--- src/rtl/core/mst_pkg.sv ---
// Shared types and constants for the multi-slot alarm timer.
// Used by the slot cell and the top level; depends on nothing else.
package mst_pkg;

    // Operation codes carried in s_tuser.
    typedef enum logic [1:0] {
        FUNC_TICK   = 2'd0,
        FUNC_ARM    = 2'd1,
        FUNC_REMOVE = 2'd2
    } func_e;

    // Result kinds carried in m_tuser.
    typedef enum logic [2:0] {
        EV_ARMED    = 3'd0,
        EV_FULL     = 3'd1,
        EV_WAKE     = 3'd2,
        EV_CALLBACK = 3'd3,
        EV_REMOVED  = 3'd4
    } event_e;

    typedef enum logic [1:0] {
        ST_IDLE,
        ST_TICK,
        ST_ARM,
        ST_FLUSH
    } state_e;

    // An upper payload byte of this value marks a task-wake alarm.
    localparam logic [7:0] WAKE_MARK = 8'hff;

    // Command lines broadcast from the controller to every cell.
    typedef struct packed {
        logic        step;
        logic        mode_tick;
        logic [7:0]  count;
        logic [15:0] id;
        logic        wr_en;
        logic [7:0]  expiry;
        logic [15:0] payload;
        logic        clr_en;
        logic [2:0]  clr_sel;
    } ctl_t;

    // Scan token and search flags handed from cell to cell.
    typedef struct packed {
        logic tok;
        logic mfound;
        logic ffound;
    } link_t;

    // Expiry report of the cell holding the token.
    typedef struct packed {
        logic        hit;
        logic        wake;
        logic [15:0] payload;
    } hit_t;

    // One result word.
    typedef struct packed {
        event_e      kind;
        logic [2:0]  idx;
        logic [15:0] payload;
        logic        last;
    } res_t;

endpackage

--- src/rtl/core/mst_cell.sv ---
// One alarm slot of the timer chain: stores the slot and passes the scan token on.
// Depends on mst_pkg.
module mst_cell #(
    parameter int IDX = 0,
    parameter int IW  = 3
) (
    input  logic            aclk,
    input  logic            aresetn,
    input  mst_pkg::ctl_t   ctl,
    input  logic [IW-1:0]   wr_idx,
    input  mst_pkg::link_t  link_in,
    input  logic [IW-1:0]   midx_in,
    input  logic [IW-1:0]   fidx_in,
    output mst_pkg::link_t  link_out,
    output logic [IW-1:0]   midx_out,
    output logic [IW-1:0]   fidx_out,
    output mst_pkg::hit_t   hit
);
    import mst_pkg::*;

    logic          valid_reg, valid_next;
    logic [15:0]   owner_reg;
    logic [7:0]    expiry_reg;
    logic [15:0]   payload_reg;
    link_t         link_reg;
    logic [IW-1:0] midx_reg;
    logic [IW-1:0] fidx_reg;
    logic          match;
    logic          fire;
    logic          wake;
    logic          wr_here;

    assign match   = valid_reg && (owner_reg == ctl.id);
    assign wake    = (payload_reg[15:8] == WAKE_MARK);
    assign fire    = link_reg.tok && ctl.mode_tick && valid_reg && (expiry_reg == ctl.count);
    assign wr_here = ctl.wr_en && (wr_idx == IW'(IDX));

    // The first matching owner and the first free slot are recorded as the token passes.
    always_comb begin
        link_out = link_reg;
        midx_out = midx_reg;
        fidx_out = fidx_reg;
        if (link_reg.tok && !link_reg.mfound && match) begin
            link_out.mfound = 1'b1;
            midx_out        = IW'(IDX);
        end
        if (link_reg.tok && !link_reg.ffound && !valid_reg) begin
            link_out.ffound = 1'b1;
            fidx_out        = IW'(IDX);
        end
    end

    always_comb begin
        hit.hit     = fire;
        hit.wake    = fire && wake;
        hit.payload = fire ? payload_reg : 16'd0;
    end

    always_comb begin
        valid_next = valid_reg;
        priority if (wr_here) begin
            valid_next = 1'b1;
        end else if (ctl.clr_en && (int'(ctl.clr_sel) == IDX)) begin
            valid_next = 1'b0;
        end else if (ctl.step && fire && !wake) begin
            valid_next = 1'b0;
        end
    end

    always_ff @(posedge aclk) begin
        if (!aresetn) begin
            valid_reg <= 1'b0;
            link_reg  <= '0;
        end else begin
            valid_reg <= valid_next;
            if (ctl.step) begin
                link_reg <= link_in;
            end
        end
    end

    always_ff @(posedge aclk) begin
        if (ctl.step) begin
            midx_reg <= midx_in;
            fidx_reg <= fidx_in;
        end
        if (wr_here) begin
            owner_reg   <= ctl.id;
            expiry_reg  <= ctl.expiry;
            payload_reg <= ctl.payload;
        end
    end

endmodule

--- src/rtl/core/multi_slot_alarm_timer.sv ---
// Multi-slot alarm timer: SLOTS alarm slots kept in a chain of cells, one slot per cell,
// driven by an 8-bit wrapping tick counter. A tick word advances the counter and sends a
// scan token down the chain, one cell per cycle while no due slot waits on a stalled output;
// each due slot reports a wake or callback word in slot order. An arm word sends the token
// down the chain to find the slot with the same timer id or else the lowest free slot. One
// word is worked on at a time; m_tlast marks the final result word of each input word.
// Depends on mst_pkg and mst_cell.
module multi_slot_alarm_timer #(
    parameter int SLOTS = 8
) (
    input  logic        aclk,
    input  logic        aresetn,
    input  logic        s_tvalid,
    output logic        s_tready,
    input  logic [47:0] s_tdata,   // timer_id[15:0], delay_ticks[23:16], payload[39:24],
                                   // slot_select[42:40], zero fill
    input  logic [1:0]  s_tuser,   // func[1:0]
    output logic        m_tvalid,
    input  logic        m_tready,
    output logic [23:0] m_tdata,   // slot_index[2:0], event_payload[18:3], zero fill
    output logic [2:0]  m_tuser,   // event_kind[2:0]
    output logic        m_tlast    // last_result
);
    import mst_pkg::*;

    localparam int IW = (SLOTS > 1) ? $clog2(SLOTS) : 1;

    state_e        state_reg, state_next;
    logic [7:0]    count_reg, count_next;
    logic [15:0]   id_reg, id_next;
    logic [7:0]    expiry_reg, expiry_next;
    logic [15:0]   pay_reg, pay_next;
    logic [IW-1:0] pos_reg, pos_next;
    logic          pend_valid_reg, pend_valid_next;
    res_t          pend_reg, pend_next;
    logic          out_valid_reg, out_valid_next;
    res_t          out_reg, out_next;

    link_t         lnk  [SLOTS+1];
    logic [IW-1:0] midx [SLOTS+1];
    logic [IW-1:0] fidx [SLOTS+1];
    hit_t          hits [SLOTS];
    hit_t          hit_or;
    ctl_t          ctl;
    logic [IW-1:0] widx;

    func_e in_func;
    logic  accept;
    logic  start;
    logic  out_free;
    logic  adv_tick;
    logic  step;
    logic  done;
    logic  found;

    assign s_tready = (state_reg == ST_IDLE);
    assign accept   = s_tvalid && s_tready;
    assign in_func  = func_e'(s_tuser);
    assign start    = accept && ((in_func == FUNC_TICK) || (in_func == FUNC_ARM));
    assign out_free = !out_valid_reg || m_tready;

    // A second due slot waits while the held word cannot move to the output register.
    assign adv_tick = !(hit_or.hit && pend_valid_reg && !out_free);
    assign step     = start || ((state_reg == ST_TICK) && adv_tick) || (state_reg == ST_ARM);
    assign done     = step && lnk[SLOTS].tok;
    assign found    = lnk[SLOTS].mfound || lnk[SLOTS].ffound;
    assign widx     = lnk[SLOTS].mfound ? midx[SLOTS] : fidx[SLOTS];

    always_comb begin
        lnk[0].tok    = start;
        lnk[0].mfound = 1'b0;
        lnk[0].ffound = 1'b0;
        midx[0]       = '0;
        fidx[0]       = '0;
    end

    always_comb begin
        ctl.step      = step;
        ctl.mode_tick = (state_reg == ST_TICK);
        ctl.count     = count_reg;
        ctl.id        = id_reg;
        ctl.wr_en     = (state_reg == ST_ARM) && done && found;
        ctl.expiry    = expiry_reg;
        ctl.payload   = pay_reg;
        ctl.clr_en    = accept && (in_func == FUNC_REMOVE);
        ctl.clr_sel   = s_tdata[42:40];
    end

    for (genvar g = 0; g < SLOTS; g++) begin : g_cell
        mst_cell #(
            .IDX (g),
            .IW  (IW)
        ) u_cell (
            .aclk     (aclk),
            .aresetn  (aresetn),
            .ctl      (ctl),
            .wr_idx   (widx),
            .link_in  (lnk[g]),
            .midx_in  (midx[g]),
            .fidx_in  (fidx[g]),
            .link_out (lnk[g+1]),
            .midx_out (midx[g+1]),
            .fidx_out (fidx[g+1]),
            .hit      (hits[g])
        );
    end

    // Only the cell holding the token can report, so the reports merge by OR.
    always_comb begin
        hit_or = '0;
        for (int i = 0; i < SLOTS; i++) begin
            hit_or = hit_t'(hit_or | hits[i]);
        end
    end

    always_comb begin
        state_next      = state_reg;
        count_next      = count_reg;
        id_next         = id_reg;
        expiry_next     = expiry_reg;
        pay_next        = pay_reg;
        pos_next        = pos_reg;
        pend_valid_next = pend_valid_reg;
        pend_next       = pend_reg;
        out_valid_next  = out_valid_reg;
        out_next        = out_reg;

        if (out_valid_reg && m_tready) begin
            out_valid_next = 1'b0;
        end

        unique case (state_reg)
            ST_IDLE: begin
                if (accept) begin
                    case (in_func)
                        FUNC_TICK: begin
                            count_next = count_reg + 8'd1;
                            pos_next   = '0;
                            state_next = ST_TICK;
                        end
                        FUNC_ARM: begin
                            id_next     = s_tdata[15:0];
                            expiry_next = count_reg + s_tdata[23:16];
                            pay_next    = s_tdata[39:24];
                            state_next  = ST_ARM;
                        end
                        FUNC_REMOVE: begin
                            pend_next.kind    = EV_REMOVED;
                            pend_next.idx     = s_tdata[42:40];
                            pend_next.payload = 16'd0;
                            pend_next.last    = 1'b1;
                            pend_valid_next   = 1'b1;
                            state_next        = ST_FLUSH;
                        end
                        default: begin
                        end
                    endcase
                end
            end
            ST_TICK: begin
                if (step) begin
                    pos_next = pos_reg + IW'(1);
                    if (hit_or.hit) begin
                        // The held word is not the last one, since another slot is due.
                        if (pend_valid_reg) begin
                            out_next       = pend_reg;
                            out_next.last  = 1'b0;
                            out_valid_next = 1'b1;
                        end
                        pend_next.kind    = hit_or.wake ? EV_WAKE : EV_CALLBACK;
                        pend_next.idx     = 3'(pos_reg);
                        pend_next.payload = hit_or.payload;
                        pend_next.last    = 1'b0;
                        pend_valid_next   = 1'b1;
                    end
                    if (done) begin
                        state_next = ST_FLUSH;
                    end
                end
            end
            ST_ARM: begin
                if (done) begin
                    pend_next.kind    = found ? EV_ARMED : EV_FULL;
                    pend_next.idx     = found ? 3'(widx) : 3'd0;
                    pend_next.payload = 16'd0;
                    pend_next.last    = 1'b1;
                    pend_valid_next   = 1'b1;
                    state_next        = ST_FLUSH;
                end
            end
            ST_FLUSH: begin
                if (!pend_valid_reg) begin
                    state_next = ST_IDLE;
                end else if (out_free) begin
                    out_next        = pend_reg;
                    out_next.last   = 1'b1;
                    out_valid_next  = 1'b1;
                    pend_valid_next = 1'b0;
                    state_next      = ST_IDLE;
                end
            end
            default: begin
                state_next = ST_IDLE;
            end
        endcase
    end

    always_ff @(posedge aclk) begin
        if (!aresetn) begin
            state_reg      <= ST_IDLE;
            count_reg      <= 8'd0;
            pend_valid_reg <= 1'b0;
            out_valid_reg  <= 1'b0;
        end else begin
            state_reg      <= state_next;
            count_reg      <= count_next;
            pend_valid_reg <= pend_valid_next;
            out_valid_reg  <= out_valid_next;
        end
    end

    always_ff @(posedge aclk) begin
        id_reg     <= id_next;
        expiry_reg <= expiry_next;
        pay_reg    <= pay_next;
        pos_reg    <= pos_next;
        pend_reg   <= pend_next;
        out_reg    <= out_next;
    end

    assign m_tvalid = out_valid_reg;
    assign m_tuser  = out_reg.kind;
    assign m_tdata  = {5'd0, out_reg.payload, out_reg.idx};
    assign m_tlast  = out_reg.last;

endmodule

--- config.mk ---
export PLATFORM = sky130hd
export DESIGN_NAME = multi_slot_alarm_timer
export DESIGN_NICKNAME = d
export VERILOG_FILES = /design/src/rtl/core/mst_pkg.sv /design/src/rtl/core/mst_cell.sv /design/src/rtl/core/multi_slot_alarm_timer.sv
export SDC_FILE = /design/constraint.sdc
export NUM_CORES = 1
export LEC_CHECK = 0
export BUFFER_PORTS_ARGS = -buffer_cell sky130_fd_sc_hd__buf_2
export CORE_MARGIN = 3
export CORE_UTILIZATION = 30
export DETAILED_ROUTE_END_ITERATION = 6
export PLACE_DENSITY = 0.44
export SYNTH_ARGS = -nofsm -noshare
export SYNTH_HDL_FRONTEND = slang
export SYNTH_SLANG_ARGS = --single-unit
--- constraint.sdc ---
create_clock -name aclk -period 6.4 [get_ports aclk]
set_clock_uncertainty 0.2 [all_clocks]
set_input_delay 0.64 -clock aclk [delete_from_list [all_inputs] [get_ports aclk]]
set_output_delay 0.64 -clock aclk [all_outputs]
set_load 0.02 [all_outputs]
; ---- Word level (Yosys, flattened, before mapping)
; Cells that the tools add are included.
[totals]
n_memories = 0
ramBits = 0
latchBits = 0
out_inout_bits = 30
reg_bits = 478
mem_bits_ro = 0
[op_classes]
n_eq_ne = 54
reduce_logical = 172
shifts = 0
addsub = 3
order_cmp = 0
n_div = 0
muxes = 92
n_bitwise = 7
multipliers = 0
[ops]
columns = op, count
row1 = 23-bit 2-to-1 mux, 10
row2 = 16-bit == test, 8
row3 = 16-bit 2-to-1 mux, 8
row4 = 18-bit bitwise OR, 7
row5 = 1-bit logical AND, 112
row6 = 23-bit one-hot mux with 3 select lines, 1
row7 = 8-bit == test, 8
row8 = "8-bit == test, second input constant", 8
row9 = 1-bit 2-to-1 mux, 55
row10 = 23-bit one-hot mux with 2 select lines, 1
row11 = 1-bit zero test, 33
row12 = 3-bit nonzero test, 9
row13 = "3-bit == test, second input constant", 8
row14 = 3-bit 2-to-1 mux, 7
row15 = "3-bit by 2-bit == test with 1-bit output, second input constant", 4
row16 = "2-bit inequality test, second input constant", 6
row17 = 6-bit AND reduction, 2
row18 = 2-bit 2-to-1 mux, 5
row19 = "8-bit by 1-bit adder with 8-bit output, second input constant", 1
row20 = 8-bit adder, 1
row21 = 2-bit one-hot mux with 4 select lines, 1
row22 = 4-bit AND reduction, 2
row23 = "2-bit == test, second input constant", 3
row24 = "3-bit by 1-bit == test with 1-bit output, second input constant", 2
row25 = other kinds (15), 26

; ---- Depth between registers and ports, before layout
[depth]
ltp_word = 23
ltp_mapped = 12

; ---- Hierarchy
; Synthesis repeated with hierarchy kept, for this count alone.
[hier_totals]
cells_unflattened = 1371
area_unflattened_um2 = 20744.9
[by_module_without_submodules]
columns = module, seq_area_each_um2, cells_per_inst, n_inst, area_each_um2
row1 = mst_cell (g_cell[3].u_cell ...), 1461.4, 133, 3, 2049.5
row2 = multi_slot_alarm_timer, 2882.8, 314, 1, 4342.9
row3 = mst_cell (g_cell[1].u_cell ...), 1461.4, 131, 2, 2052.0
row4 = mst_cell (g_cell[0].u_cell), 1461.4, 130, 1, 2059.5
row5 = mst_cell (g_cell[4].u_cell), 1461.4, 133, 1, 2045.7
row6 = mst_cell (g_cell[7].u_cell), 1461.4, 133, 1, 2044.5

; ---- Worst setup path after synthesis
; Ideal clock, no wire load.
[synth_timing]
path_type = register to register
from = register state_reg[0]
to = register out_reg (netlist bit m_tdata[0]), enable pin
setup_time_ns = 0.439
path_buffers = 0
t_arrival_ns = 4.151
stages_incl_launch_ff = 9
slack_ns = 1.610
cell_sequence = dfxtp_1 -> inv_1 -> ha_1 -> and3_1 -> nand2b_1 -> a21oi_1 -> nand2_1 -> a21oi_1 -> a211oi_1
[synth_via]
word_cells_on_any_way = 50
[synth_rtl]
columns = item, line
row1 = "start, declared", multi_slot_alarm_timer.sv:28  ; state_e state_reg, state_next;
row2 = "start signal, assigned", multi_slot_alarm_timer.sv:215  ; state_reg <= state_next;
row3 = 2-bit zero test, multi_slot_alarm_timer.sv:56  ; assign s_tready = (state_reg == ST_IDLE);
row4 = named net s_tready, multi_slot_alarm_timer.sv:14  ; output logic s_tready,
row5 = 1-bit logical AND, multi_slot_alarm_timer.sv:57  ; assign accept = s_tvalid && s_tready;
row6 = 1-bit logical AND, multi_slot_alarm_timer.sv:59  ; assign start = accept && ((in_func == FUNC_TICK) || (in_func == FUNC_ARM));
row7 = 1-bit logical OR (2 in series), multi_slot_alarm_timer.sv:64  ; assign step = start || ((state_reg == ST_TICK) && adv_tick) || (state_reg == ST_ARM);
row8 = 2-bit inequality test (no source line), --
row9 = 6-bit AND reduction (no source line), --
row10 = "end signal, assigned", multi_slot_alarm_timer.sv:228  ; out_reg <= out_next;
row11 = "end, declared", multi_slot_alarm_timer.sv:37  ; res_t out_reg, out_next;
; The timed path passes the listed nets, and every way through them passes these cells.
; A chain may end at the register's enable or synchronous reset.

; ---- Worst setup path after layout
[layout_timing]
from = register id_reg[9]
to = register g_cell[5].u_cell.owner_reg[5], enable pin
[layout_via]
elab_chain_len = 7
word_cells_on_any_way = 10
[layout_lines]
columns = item, line
row1 = "start, declared", multi_slot_alarm_timer.sv:30  ; logic [15:0] id_reg, id_next;
row2 = "start signal, assigned", multi_slot_alarm_timer.sv:223  ; id_reg <= id_next;
row3 = 16-bit == test (*), mst_cell.sv:33  ; assign match = valid_reg && (owner_reg == ctl.id);
row4 = 1-bit logical AND (*), mst_cell.sv:33
row5 = 1-bit logical AND (*), mst_cell.sv:43  ; if (link_reg.tok && !link_reg.mfound && match) begin
row6 = 3-bit 2-to-1 mux or 1-bit 2-to-1 mux (tied branches), mst_cell.sv:43
row7 = 3-bit 2-to-1 mux or 1-bit logical OR (tied branches), "multi_slot_alarm_timer.sv:67, multi_slot_alarm_timer.sv:66"
row8 = 3-bit == test or 1-bit logical AND (tied branches), "mst_cell.sv:36, multi_slot_alarm_timer.sv:82"
row9 = 1-bit logical AND (*), mst_cell.sv:36  ; assign wr_here = ctl.wr_en && (wr_idx == IW'(IDX));
row10 = "end signal, assigned", mst_cell.sv:88  ; owner_reg <= ctl.id;
row11 = "end, declared", mst_cell.sv:22  ; logic [15:0] owner_reg;
; Every way passes the cells marked *; elsewhere a longest branch is shown, timed or not.

==> impl_metrics.ini <==
[status]
status = complete, no violations

[detailed_routing]
viasPerCell = 4.67
routed_wl_mm = 46.4
detail-route-antenna-nets = 0
vias = 10566
first_iter_violations = 775
drc_errors = 0
dr.pass1.iters = 6
wl_per_cell_um = 20.5

[timing]
rsz0062_at_grt = no
timing.fmax_ghz = 0.226
setup_violations = 0
slew_viol_final = 0
finalSetupTns_ns = 0
hold_violations = 0
fin_crit_sh = 0.691
period_needed_ns = 4.43
worst_pin_slew_ns = 1.19
slew_headroom = 0.196
holdWs_ns = 0.0464

[setup_path]
endpoint_kind = register
crit_type = reg2reg
startpoint_type = register
reg2reg_from = id_reg[9]
crit_fanout = 22
r2r_setup_slack_ns = 1.97
critPathArrivalTime_ns = 4.49
r2r-end = g_cell[5].u_cell.owner_reg[5]
r2r_cells = 7
required_ns = 6.47
crit_start = id_reg[9]

[global_routing]
grt_use_total = 0.138
grt_pass1_wl_mm = 69.5
grt_overflow = 0
grt_max_degree = 74
use_met2 = 0.204
top_usage_layer = met1
grt_pass1_vias = 10596
grt_use_met3 = 0.0259
antenna_found_initial = 0
gr-usage-met1 = 0.204

[cts]
cts.repair.resized = 0
clock_path_buffers = 3
cts_made_buffers = 53
clock_latency_ns = 0.61
cts_tree = built
path_clk_slew_ns = 0.06
cts.sinks = 478
htree_levels = 2
clockRootBuffer = clkbuf_16

[yosys]
synth_top_family_by_area = XOR/XNOR gates
synth_top_cell_by_area = edfxtp_1
yosysWarnings = 0
syn_avg_cell_area_sq_um = 15.7
synth.most_common_cell = edfxtp_1
ys_async_sr_fraction = 0
synth_seq_cells = 478
synthFlopType = edfxtp_1
muxShareOfSynthArea = 0.00104
synthXorXnorAreaFrac = 0.0929
yosys.area_share.simple = 0.0764
netlist_instances = 1231
synth-compound-area-share = 0.0694
synth_area_leaders = edfxtp_1 68%, xnor2_1 5.1%, dfxtp_1 4.3%
ys_top_cells_by_count = 436 x edfxtp_1, 113 x xnor2_1, 92 x xor2_1
synth_cell_types = 62
synthAdderAreaFrac = 0.0140
synth_edf_count = 436
seq_area_frac_synth = 0.721
synth_area_sq_um = 19300
synth_largest_type_area_fraction = 0.677

[min_path]
min_from = s_tdata[27]
hold_depth = 1
min_to = pay_reg[3]
hp-class = in2reg

[cells_and_area]
design_area_sq_um = 22700
fillers = 6017
multi_input_area_sq_um = 5010
regArea_sq_um = 13900
drive_gt1_frac = 0.169
antenna_cells = 0
nNetsFinal = 1449
area_delta_synth_final_pct = 17.4

[power_and_ir_drop]
irDropWorstVdd_mv = 0.228
total_power_mw = 7.73
p_leak_nw = 7.27
power_density_nw_per_um2 = 340

[floorplanning]
rows = 92
die_h_um = 260
die_area_sq_um = 67500
start_util = 0.305
die_width_um = 260
io_pins = 84
core_sq_um = 63400

[placement]
gp_congestion = 0.775
dpl.hpwl_mm = 28.0
place_area_sq_um = 20700
port_buffers = 73

[job]
cap_violations = 0
## per-layer routing
metal | wire length [um] | vias up
met2 | 20200 | 248
li1 | - | 4972
met4 | 1090 | 0
met3 | 2470 | 74
met1 | 22700 | 5272
met5 | 0 | -
## worst max-delay path: stages, from the launching register on
cell and delay [ns]:
edfxtp_1 0.83, xnor2_1 0.19, nand4_1 0.12, nor4_2 0.76
a211oi_2 0.32, a221o_2 0.49, nor2_4 0.68, buf_4 0.45
## cells in the final DEF, fill, tap and decap left out, types with 6 or more instances in the layout
cell type / instances
nor2_1: 43
nand2_1: 45
buf_2: 73
nor4_1: 22
clkbuf_8: 8
clkinv_2: 6
clkinv_1: 10
buf_4: 34
a31oi_1: 16
a221oi_1: 16
o21ai_1: 10
inv_1: 25
o21ai_0: 14
dlygate4sd3_1: 30
nor3b_1: 12
xor2_1: 92
a22o_1: 17
nand4_1: 49
a211oi_2: 13
dfxtp_1: 42
nor2_4: 8
nor3_1: 7
xnor2_1: 113
ha_1: 20
edfxtp_1: 436
clkbuf_1: 14
a22oi_1: 36
nand3_1: 29
clkbuf_16: 55
a21oi_1: 23
or2_2: 12
nor2b_1: 12
## timing repair
| action | 4_1_cts | 5_1_grt |
|---|---|---|
| hold buffers | 30 | 0 |
| setup buffers | 0 | 0 |
| hold endpoints to repair | 30 | 0 |
## power breakdown
part | switching (mW) | total (mW) | internal, mW
clock | 1.23 | 2.89 | 1.67
sequential | 0.131 | 3.90 | 3.77
combinational | 0.622 | 0.928 | 0.306
## final cells by class
type / instances / area share
clock inverter: 21 / 0.00562
sequential: 478 / 0.614
clock buffer: 77 / 0.0678
inverter: 26 / 0.00430
multi-input combinational: 677 / 0.221
timing repair buffer: 138 / 0.0414
tap: 846 / 0.0466
## metrics by stage
stage               worst slack [ns]  utilization  std cells
detailed placement              2.01        0.327       2135
global route                    1.79        0.358       2263
floorplan                       1.61            -       1235
finish                          1.97        0.358       2263
global placement                2.04        0.327       2135
CTS                             1.99        0.358       2263
## logic make-up (layout without fill, tap and decap cells)
| kind of cell | after synthesis | in the layout |
|---|---|---|
| DFF | 478 | 478 |
| and+or+nand+nor | 266 | 266 |
| xor gates and xnor gates | 205 | 205 |
| AOI/OAI and AO/OA | 178 | 178 |
| buffers and inverters | 80 | 262 |
| adders and majority gates | 21 | 21 |
| muxes | 2 | 2 |
| other | 1 | 5 |
## how the worst max path moves through the flow
stage	end	slack [ns]	cells after the start
detailed placement	g_cell[5].u_cell.owner_reg[1]	2.01	7
CTS	g_cell[5].u_cell.owner_reg[8]	1.99	7
finish	g_cell[5].u_cell.owner_reg[5]	1.97	7
global placement	g_cell[5].u_cell.owner_reg[11]	2.04	7
floorplan	m_tdata[0]	1.61	8
global route	g_cell[5].u_cell.owner_reg[10]	1.79	7
Note: power is estimated with default switching activity, not from simulation.
